--- config.mk ---
export PLATFORM = sky130hd
export DESIGN_NAME = esva_mul
export DESIGN_NICKNAME = d
export VERILOG_FILES = /design/src/rtl/esva_pkg.sv /design/src/rtl/esva_mul.sv
export SDC_FILE = /design/constraint.sdc
export NUM_CORES = 2
export LEC_CHECK = 0
export BUFFER_PORTS_ARGS = -buffer_cell sky130_fd_sc_hd__clkbuf_2
export CAP_MARGIN = 0
export CORE_UTILIZATION = 55
export DETAILED_ROUTE_END_ITERATION = 10
export MAX_ROUTING_LAYER = met4
export PLACE_DENSITY = 0.68
export SLEW_MARGIN = 20
export SYNTH_ARGS = -nofsm -noshare
export SYNTH_HDL_FRONTEND = slang
export SYNTH_SLANG_ARGS = --single-unit
--- constraint.sdc ---
create_clock -name i_clk -period 18.3 [get_ports i_clk]
set_clock_uncertainty 0.2 [all_clocks]
set_input_delay 3.66 -clock i_clk [delete_from_list [all_inputs] [get_ports i_clk]]
set_output_delay 3.66 -clock i_clk [all_outputs]
set_load 0.005 [all_outputs]
--- src/rtl/esva_pkg.sv ---
package esva_pkg;

    localparam int MUL_W  = 34;
    localparam int PROD_W = 68;
    localparam int DIV_NW = 36;
    localparam int DIV_DW = 24;

    localparam logic [1:0] CMD_BEGIN   = 2'd0;
    localparam logic [1:0] CMD_ANIMATE = 2'd1;
    localparam logic [1:0] CMD_END     = 2'd2;

    localparam logic [2:0] CURVE_IN     = 3'd1;
    localparam logic [2:0] CURVE_OUT    = 3'd2;
    localparam logic [2:0] CURVE_INOUT  = 3'd3;
    localparam logic [2:0] CURVE_BACK   = 3'd4;
    localparam logic [2:0] CURVE_SPRING = 3'd5;

    localparam logic REG_CURVE    = 1'b0;
    localparam logic REG_DURATION = 1'b1;

    localparam logic [2:0]  CURVE_RST    = 3'd0;
    localparam logic [23:0] DURATION_RST = 24'd19661;

    localparam logic [12:0] FRAME_MAX   = 13'd6554;
    localparam logic [23:0] DUR_MIN     = 24'd1966;
    localparam logic [16:0] ONE_Q16     = 17'd65536;
    localparam logic [16:0] HALF_Q16    = 17'd32768;
    localparam logic [17:0] TWO_Q16     = 18'd131072;
    localparam logic [17:0] BACK_C1     = 18'd111515;
    localparam logic [17:0] BACK_C3     = 18'd177051;
    localparam logic signed [32:0] SPRING_SNAP = 33'sd3277;
    localparam logic signed [32:0] EASE_SNAP   = 33'sd16384;
    localparam logic [35:0] OMEGA_NUM   = 36'h8_0000_0000;

    typedef enum logic [4:0] {
        ST_CLEAR, ST_IDLE, ST_SWRD, ST_SWWR, ST_IDX, ST_RD, ST_CHK,
        ST_DIVS, ST_DIVW, ST_OMSQ, ST_KFS, ST_CDT, ST_KE, ST_CV, ST_DV,
        ST_NC, ST_SPFIN, ST_EX, ST_ESQ, ST_ECU, ST_EF, ST_EB1, ST_EB2,
        ST_EMUL, ST_EFIN, ST_OUT
    } t_state;

    typedef struct packed {
        logic              start;
        logic [DIV_NW-1:0] num;
        logic [DIV_DW-1:0] den;
    } t_div_req;

    function automatic logic signed [31:0] sat32(input logic signed [PROD_W-1:0] x);
        logic signed [31:0] r;
        if (x > 68'sd2147483647) begin
            r = 32'sh7FFF_FFFF;
        end else if (x < -68'sd2147483648) begin
            r = 32'sh8000_0000;
        end else begin
            r = x[31:0];
        end
        return r;
    endfunction

endpackage

--- src/rtl/esva_mul.sv ---
module esva_mul (
    input  logic                                 i_clk,
    input  logic signed [esva_pkg::MUL_W-1:0]    i_a,
    input  logic signed [esva_pkg::MUL_W-1:0]    i_b,
    output logic signed [esva_pkg::PROD_W-1:0]   o_p
);

    logic signed [esva_pkg::PROD_W-1:0] r_p;

    always_ff @(posedge i_clk) begin
        r_p <= i_a * i_b;
    end

    assign o_p = r_p;

endmodule

==> flow_summary.json <==
{
  "status": "completed",
  "fin_tns_setup_ns": 0,
  "grt_max_degree": 35,
  "wl_um": 115000,
  "worstMarginPinSlew_ns": 1.15,
  "drv_cap": 0,
  "slew_violations": 0,
  "drc": 0,
  "synth-async-reset-ratio": 0,
  "largest_register_ffs": 68,
  "arrival_ns": 12.02,
  "path_class": "input port to register",
  "dr.pass1.iters": 7,
  "dieHeight_um": 282,
  "syn_nets": 6068,
  "crit_chain": "clkbuf_2 -> nand2_1 -> inv_1 -> fa_1 -> fa_1 -> fa_1 -> fa_1 -> fa_1 -> fa_1 -> fa_1 -> inv_1 -> fa_1 -> inv_1 -> ha_1 -> and2_1 -> nand2_1 -> o41ai_1 -> a31oi_4 -> o31ai_4 -> a221oi_2 -> xnor2_1",
  "vias_per_cell": 5.38,
  "dp_cells": 5551,
  "postCtsSetupRepairBufs": 0,
  "worst-path-max-fanout": 34,
  "multi_input_area_um2": 36100,
  "cts_sinks": 68,
  "grt_overflow": 0,
  "start_util": 0.555,
  "cts_tree": "done",
  "drive_gt1_frac": 0.0515,
  "core_um2": 77500,
  "ys_seq_elements": 68,
  "max_slew_margin": 0.232,
  "via_count": 29991,
  "slowest_stage": "fa_1",
  "finalHoldViolations": 0,
  "clk_path_buf_depth": 2,
  "antenna_found_initial": 7,
  "die_area_um2": 79400,
  "yosysTopAreaCell": "fa_1",
  "drt-initial-drc-count": 1878,
  "grt_pass1_wl_um": 188000,
  "gp_congestion": 0.922,
  "cts_buffers": 9,
  "rsz0062_at_grt": "no",
  "fmax_ghz": 0.0838,
  "fill_cells": 6919,
  "hp-class": "input port to register",
  "yosysTopAreaCellShare": 0.577,
  "crit_top_cell": "fa_1",
  "wl_per_cell_um": 20.6,
  "cts_resized": 0,
  "avgSynthCellArea_um2": 9.45,
  "finalCritPeriodShare": 0.652,
  "critPathCaptureType": "register",
  "netlist-cell-type-count": 69,
  "clockRootBuffer": "clkbuf_16",
  "regArea_um2": 1360,
  "finalInstanceArea_um2": 44800,
  "layoutNonFillerInstCount": 5572,
  "synth_area_um2": 43000,
  "critPathTopFamily": "adder cells",
  "ant_nets": 0,
  "synth-seq-area-share": 0.0316,
  "slowest_delay_ns": 1.29,
  "die-width_um": 282,
  "cp.required_ns": 18.38,
  "path_clk_slew_ns": 0.07,
  "num_io_pins": 137,
  "min_period_ns": 11.94,
  "cts_max_level": 3,
  "fin_nets": 6036,
  "port_buffers": 136,
  "hold_buffers": 0,
  "synth-edff-count": 0,
  "synth_cells": 4554,
  "startpoint_type": "input port",
  "yosysWarnings": 0,
  "synthTopCellsByArea": "fa_1 58%, inv_1 11%, and2_1 9.0%, ha_1 5.9%, nand2_1 4.7%",
  "layout-area-overhead-vs-synth_pct": 4.04,
  "num_rows": 102,
  "placed_area_um2": 44500,
  "crit_buf_inv": 4,
  "dp_hpwl_um": 87900,
  "grt_pass1_vias": 33483,
  "grt_use_total": 0.325,
  "ys.flop_type": "dfxtp_1",
  "setup_viol": 0
}
[area by class of cell]
type | count | share of cell area
Antenna cell | 5 | 0.000280
Clock buffer | 9 | 0.00503
Clock inverter | 7 | 0.00115
Inverter | 1232 | 0.103
Multi-Input combinational cell | 3026 | 0.807
Sequential cell | 68 | 0.0304
Tap cell | 1040 | 0.0291
Timing Repair Buffer | 185 | 0.0234
[cells by family after synthesis]
logic type	after synthesis	synth area share
AO/OA/AOI/OAI	206	0.0335
XOR/XNOR	79	0.0161
adder cells (fa/ha/maj)	1445	0.637
AND/OR/NAND/NOR	1296	0.154
flip-flops	68	0.0316
buffers and inverters	1460	0.128
[per-stage QoR]
| stage | hold WS, ns | utilization | worst slack (ns) |
|---|---|---|---|
| after floorplan | 3.59 | - | 6.95 |
| after global placement | 3.83 | 0.574 | 6.12 |
| after detailed placement | 3.83 | 0.574 | 5.99 |
| after CTS | 3.62 | 0.578 | 6.37 |
| after global routing | 3.65 | 0.578 | 5.97 |
| final | 3.63 | 0.578 | 6.36 |
[synthesized netlist by cell type (all sizes together), types with 4 or more instances]
library cell  instances
fa                 1241
inv                1231
and2                623
nand2               542
clkbuf              217
ha                  204
dfxtp                68
a21oi                63
nor2                 56
xnor2                56
o21ai                41
a21o                 37
xor2                 23
nand2b               20
o21bai               12
nand3                11
nand4                11
a31oi                10
buf                   9
nor2b                 9
and3                  8
a211oi                7
o41ai                 6
nor3                  5
a221oi                4
o21a                  4
or2                   4
[layer usage]
layer | share of wire | GRT usage
met3 | 0.077 | 0.0553
met4 | 0.044 | 0.132
met2 | 0.48 | 0.510
met1 | 0.40 | 0.422
met5 | 0 | -
[cells in the final DEF, fill, tap and decap left out, types with 4 or more instances in the layout]
cell type and n:
a21o_1 37, dfxtp_1 68, and2_1 621, o21bai_1 12, o21ai_1 7, nor3_1 5, nand2_1 542, o21ai_0 31
o21a_1 4, a31oi_1 7, diode_2 5, nor2b_1 9, or2_2 4, xnor2_1 56, nand2b_1 20, nand3_1 11
ha_1 204, nand4_1 11, clkbuf_16 9, fa_1 1241, a21oi_1 61, clkbuf_2 135, and3_1 5, xor2_1 23
a211oi_1 6, inv_1 1231, nor2_1 54, buf_4 49
[path summary, 6_finish.rpt]
kind  startpoint  cells past startpoint         endpoint  slack, ns
max       i_b[1]                     21  o_p[66]$_DFF_P_       6.36
min       i_b[0]                      3   o_p[0]$_DFF_P_       3.63
[tightest hold or removal path, cell delays in order]
cell and delay (ns):
clkbuf_2 0.08, buf_4 0.23, and2_1 0.19
Power is left out: the tool's default activity adds up to more than one toggle a clock period on the data nets, which glitch-free logic cannot reach.
