### config.mk
export PLATFORM = sky130hd
export DESIGN_NAME = esva_div
export DESIGN_NICKNAME = d
export VERILOG_FILES = /design/src/rtl/esva_pkg.sv /design/src/rtl/esva_div.sv
export SDC_FILE = /design/constraint.sdc
export NUM_CORES = 1
export LEC_CHECK = 0
export ABC_AREA = 1
export BUFFER_PORTS_ARGS = -buffer_cell sky130_fd_sc_hd__buf_4
export CAP_MARGIN = 20
export CORE_MARGIN = 10
export CORE_UTILIZATION = 55
export CTS_CLUSTER_DIAMETER = 50
export DETAILED_ROUTE_END_ITERATION = 6
export PLACE_DENSITY_LB_ADDON = 0.25
export SYNTH_ARGS = -nofsm -noshare
export SYNTH_HDL_FRONTEND = slang
export SYNTH_SLANG_ARGS = --single-unit
### constraint.sdc
create_clock -name i_clk -period 4.2 [get_ports i_clk]
set_input_delay 0.21 -clock i_clk [delete_from_list [all_inputs] [get_ports i_clk]]
set_output_delay 0.21 -clock i_clk [all_outputs]
set_load 0.005 [all_outputs]
### src/rtl/esva_pkg.sv
package esva_pkg;

    localparam int MUL_W  = 34;
    localparam int PROD_W = 68;
    localparam int DIV_NW = 36;
    localparam int DIV_DW = 24;

    localparam logic [1:0] CMD_BEGIN   = 2'd0;
    localparam logic [1:0] CMD_ANIMATE = 2'd1;
    localparam logic [1:0] CMD_END     = 2'd2;

    localparam logic [2:0] CURVE_IN     = 3'd1;
    localparam logic [2:0] CURVE_OUT    = 3'd2;
    localparam logic [2:0] CURVE_INOUT  = 3'd3;
    localparam logic [2:0] CURVE_BACK   = 3'd4;
    localparam logic [2:0] CURVE_SPRING = 3'd5;

    localparam logic REG_CURVE    = 1'b0;
    localparam logic REG_DURATION = 1'b1;

    localparam logic [2:0]  CURVE_RST    = 3'd0;
    localparam logic [23:0] DURATION_RST = 24'd19661;

    localparam logic [12:0] FRAME_MAX   = 13'd6554;
    localparam logic [23:0] DUR_MIN     = 24'd1966;
    localparam logic [16:0] ONE_Q16     = 17'd65536;
    localparam logic [16:0] HALF_Q16    = 17'd32768;
    localparam logic [17:0] TWO_Q16     = 18'd131072;
    localparam logic [17:0] BACK_C1     = 18'd111515;
    localparam logic [17:0] BACK_C3     = 18'd177051;
    localparam logic signed [32:0] SPRING_SNAP = 33'sd3277;
    localparam logic signed [32:0] EASE_SNAP   = 33'sd16384;
    localparam logic [35:0] OMEGA_NUM   = 36'h8_0000_0000;

    typedef enum logic [4:0] {
        ST_CLEAR, ST_IDLE, ST_SWRD, ST_SWWR, ST_IDX, ST_RD, ST_CHK,
        ST_DIVS, ST_DIVW, ST_OMSQ, ST_KFS, ST_CDT, ST_KE, ST_CV, ST_DV,
        ST_NC, ST_SPFIN, ST_EX, ST_ESQ, ST_ECU, ST_EF, ST_EB1, ST_EB2,
        ST_EMUL, ST_EFIN, ST_OUT
    } t_state;

    typedef struct packed {
        logic              start;
        logic [DIV_NW-1:0] num;
        logic [DIV_DW-1:0] den;
    } t_div_req;

    function automatic logic signed [31:0] sat32(input logic signed [PROD_W-1:0] x);
        logic signed [31:0] r;
        if (x > 68'sd2147483647) begin
            r = 32'sh7FFF_FFFF;
        end else if (x < -68'sd2147483648) begin
            r = 32'sh8000_0000;
        end else begin
            r = x[31:0];
        end
        return r;
    endfunction

endpackage

### src/rtl/esva_div.sv
module esva_div (
    input  logic                          i_clk,
    input  logic                          i_rst_n,
    input  esva_pkg::t_div_req            i_req,
    output logic [esva_pkg::DIV_NW-1:0]   o_quo,
    output logic                          o_done
);

    localparam int NW = esva_pkg::DIV_NW;
    localparam int DW = esva_pkg::DIV_DW;
    localparam int CW = $clog2(NW);

    logic          r_busy;
    logic          r_done;
    logic [CW-1:0] r_cnt;
    logic [NW-1:0] r_quo;
    logic [DW-1:0] r_rem;
    logic [DW-1:0] r_den;

    logic [DW:0]   w_sh;
    logic [DW:0]   w_diff;
    logic          w_ge;
    logic [DW-1:0] w_rem;

    assign w_sh   = {r_rem, r_quo[NW-1]};
    assign w_ge   = w_sh >= {1'b0, r_den};
    assign w_diff = w_sh - {1'b0, r_den};
    assign w_rem  = w_ge ? w_diff[DW-1:0] : w_sh[DW-1:0];

    always_ff @(posedge i_clk) begin
        if (!i_rst_n) begin
            r_busy <= 1'b0;
            r_done <= 1'b0;
            r_cnt  <= '0;
        end else begin
            r_done <= 1'b0;
            if (i_req.start) begin
                r_busy <= 1'b1;
                r_cnt  <= '0;
            end else if (r_busy) begin
                r_cnt <= r_cnt + 1'b1;
                if (r_cnt == CW'(NW - 1)) begin
                    r_busy <= 1'b0;
                    r_done <= 1'b1;
                end
            end
        end
    end

    always_ff @(posedge i_clk) begin
        if (i_req.start) begin
            r_quo <= i_req.num;
            r_rem <= '0;
            r_den <= i_req.den;
        end else if (r_busy) begin
            r_quo <= {r_quo[NW-2:0], w_ge};
            r_rem <= w_rem;
        end
    end

    assign o_quo  = r_quo;
    assign o_done = r_done;

endmodule

==> impl_metrics.ini <==
[clocking]
cts_root_buf = clkbuf_8
cts_sinks = 92
numCtsBuffers = 9
htreeDepth = 3
cts_resized = 0
clk_latency_ns = 0.37
clk_pin_slew_ns = 0.09
cts_tree = yes
cts.path.max_buffers = 2

[setup_path]
slowest_stage = nand2_2
r2r_start = r_den[3]$_DFFE_PP_
worstSetupStartpoint = r_den[3]$_DFFE_PP_
worst-path-buf-inv = 2
required_ns = 4.34
crit_chain = inv_1 -> ha_1 -> nand2_1 -> inv_1 -> nand2_1 -> nand2_1 -> nand2_1 -> nand3_1 -> nand2_2 -> nand3_4 -> nand2_1 -> nand2_1
reg2reg_depth = 12
timing.rr.end = o_quo[0]$_DFFE_PP_
reg2reg_slack_ns = 1.54
critPathTopFamily = simple AND/OR/NAND/NOR gates
crit_top_cell = nand2_1
crit_end = o_quo[0]$_DFFE_PP_
path_depth = 12
cp_max_fo = 25
worstSetupEndpointType = flip-flop
path_class = reg -> reg
setup.worst_path.start_class = flip-flop
worstPathArrival_ns = 2.80
max_stage_delay_ns = 0.48

[detailed_routing]
vias = 5234
drc = 0
drtIter0Drc = 421
ant_nets = 0
via_per_inst = 5.07
drt_first_pass_iters = 7
wire_per_inst_um = 14.8
drt-total-wl_um = 15300

[sta]
drv_slew = 0
timing.final.crit_share_pct = 63.3
setup_viol = 0
fmax_ghz = 0.376
setup_ws_ns = 1.54
period_minus_slack_ns = 2.66
max-slew-margin-rel_pct = 56.3
rsz0062_at_grt = false
fin_setup_tns_ns = 0
finClkSkew_ns = 0.0112
hold_viol_final = 0
tightest_slew_ns = 0.654

[placed_design]
io_buffers = 99
dpl_cell_area_mm2 = 0.00647
dp.cells = 992
hpwlAfterDp_um = 11300
gp_congestion = 0.943
dp_slack_ns = 1.55

[finish]
fillCellCount = 851
layout.nets = 983
multi_input_area_mm2 = 0.00255
postLayoutCellArea_mm2 = 0.00690
num_antenna_cells = 0
fin_cells = 1032
area_growth_pct = 22.8
final_layout_size_suffix_gt1_share_pct = 15.6
ff_latch_area_mm2 = 0.00244

[pwr]
combinationalPowerShare_pct = 15.9
pwr-share-seq_pct = 53.3
sw_frac_of_total_pct = 26.8
p_total_mw = 1.99
ir_drop_mv = 0.211
power.leakage_nw = 3.55
power.density_mw_per_mm2 = 289
p_clk_share_pct = 30.8
power.switching_mw = 0.533
internal_power_mw = 1.46

[grt]
grt_max_degree = 50
grt_pass1_vias = 5374
antenna_found_initial = 0
gr-total-overflow = 0
grt_pass1_wl_um = 25500
track_usage_pct = 21.3

[floorplan]
start_util_pct = 57.0
dieArea_mm2 = 0.0147
core_mm2 = 0.00986
row_count = 36
die_w_um = 121
ios = 100
dieHeight_um = 121

[yosys]
ys_seq_area_share_pct = 43.4
synth-compound-area-share_pct = 3.23
syn_area_mm2 = 0.00562
yosys.area_share.adder_pct = 5.92
synth_fp_nets = 864
synth_xor_area_share_pct = 1.71
yosysWarnings = 0
synth_cell_types = 33
synth.mux.area_fraction_pct = 0
synth-simple-area-share_pct = 34.5
synth_top_family_by_area = simple AND/OR/NAND/NOR gates
synth_area_per_cell_um2 = 7.25
synth_seq_cells = 92
syn_inst = 775

[worst_hold_path]
hold_path_class = in -> reg

[outcome]
status = complete, no violations

[run]
drv_cap = 0
[synthesized netlist by cell type]
cell	n	area [µm²]
a21o_1	1	7.51
a21oi_1	15	75.1
a21oi_4	1	16.3
buf_1	3	11.3
buf_2	6	30.0
buf_6	2	22.5
clkbuf_1	8	30.0
clkinv_1	3	11.3
dfxtp_1	32	641
edfxtp_1	60	1800
fa_1	1	20.0
ha_1	25	313
inv_1	134	503
inv_2	6	22.5
nand2_1	310	1160
nand2_2	2	12.5
nand3_1	52	260
nand3_2	7	70.1
nand3_4	1	17.5
nand3b_1	1	7.51
nand4_1	29	181
nor2_1	34	128
nor2_2	3	18.8
nor3_1	8	40.0
nor3_2	1	10.0
nor3b_1	3	22.5
o211ai_1	1	7.51
o21ai_0	6	30.0
o21ai_1	6	30.0
o21bai_1	2	15.0
or2_0	1	6.26
xnor2_1	8	70.1
xor2_1	3	26.3
[registers in the layout, summed over array words and instances, names as in the netlist]
register / cells
o_done: 1
r_rem: 24
r_den: 24
r_busy: 1
r_cnt: 6
o_quo: 36
[kinds of logic (layout without fill, tap and decap cells)]
kind of cell / Yosys count / count (layout)
AOI/OAI and AO/OA: 32 / 32
xor gates and xnor gates: 11 / 11
adders and majority gates: 26 / 26
buffers and inverters: 162 / 286
DFF: 92 / 92
and+or+nand+nor: 452 / 452
[how the worst min path moves through the flow]
stage / startpoint / end / slack (ns) / depth (start not counted)
6_report: i_req[3] / r_den[3]$_DFFE_PP_ / 0.02 / 1
5_1_grt: i_req[3] / r_den[3]$_DFFE_PP_ / 0.006 / 1
4_1_cts: i_req[3] / r_den[3]$_DFFE_PP_ / 0.01 / 1
3_5_place_dp: i_req[0] / r_den[0]$_DFFE_PP_ / 0.39 / 1
3_3_place_gp: i_req[2] / r_den[2]$_DFFE_PP_ / 0.39 / 1
2_1_floorplan: i_req[0] / r_den[0]$_DFFE_PP_ / 0.31 / 0
[metal layers]
metal	up-vias	wire length, µm	track usage (%)
li1	2670	-	-
met1	2395	6800	25.7
met2	150	7100	34.6
met3	19	1150	7.96
met4	0	201	6.18
met5	-	0	0
[placed cells by master (no fill, tap or decap), drive strengths merged, types with 2 or more instances in the layout]
| cell type | netlist | layout |
|---|---|---|
| ha | 25 | 25 |
| xor2 | 3 | 3 |
| nor3 | 9 | 9 |
| a21oi | 16 | 16 |
| inv | 140 | 141 |
| dfxtp | 32 | 32 |
| xnor2 | 8 | 8 |
| nand2 | 312 | 312 |
| nand3 | 60 | 60 |
| buf | 11 | 104 |
| dlygate4sd3 | 0 | 23 |
| nand4 | 29 | 29 |
| o21bai | 2 | 2 |
| o21ai | 12 | 12 |
| clkinv | 3 | 5 |
| edfxtp | 60 | 60 |
| nor2 | 37 | 37 |
| clkbuf | 8 | 11 |
| nor3b | 3 | 3 |
[cell type report]
| class | instances | share of cell area [%] |
|---|---|---|
| Sequential cell | 92 | 35.4 |
| Clock buffer | 11 | 1.90 |
| Clock inverter | 5 | 0.870 |
| Tap cell | 133 | 2.41 |
| Timing Repair Buffer | 127 | 14.7 |
| Multi-Input combinational cell | 521 | 37.0 |
| Inverter | 143 | 7.78 |
[repair_timing]
| item | in CTS | in global routing |
|---|---|---|
| hold buffers | 23 | 0 |
| setup endpoints to repair | 0 | 0 |
| buffers inserted | 0 | 0 |
| hold endpoints to repair | 23 | 0 |
[power by group through the flow]
stage / Clock (mW) / Combinational (mW) / Sequential, mW
after global placement: 0 / 0.294 / 1.08
after detailed placement: 0 / 0.299 / 1.08
after CTS: 0.623 / 0.317 / 1.06
after global routing: 0.661 / 0.357 / 1.07
after floorplan: 0 / 0.146 / 1.08
final: 0.613 / 0.317 / 1.06
[per-stage QoR]
| stage | hold slack (ns) | utilization [%] |
|---|---|---|
| after floorplan | 0.309 | - |
| after detailed placement | 0.389 | 65.6 |
| after CTS | 0.0110 | 69.9 |
| after global routing | 0.00625 | 70.0 |
| final | 0.0243 | 70.0 |
| after global placement | 0.388 | 65.6 |
No activity file was read; power rests on OpenSTA's default activity.
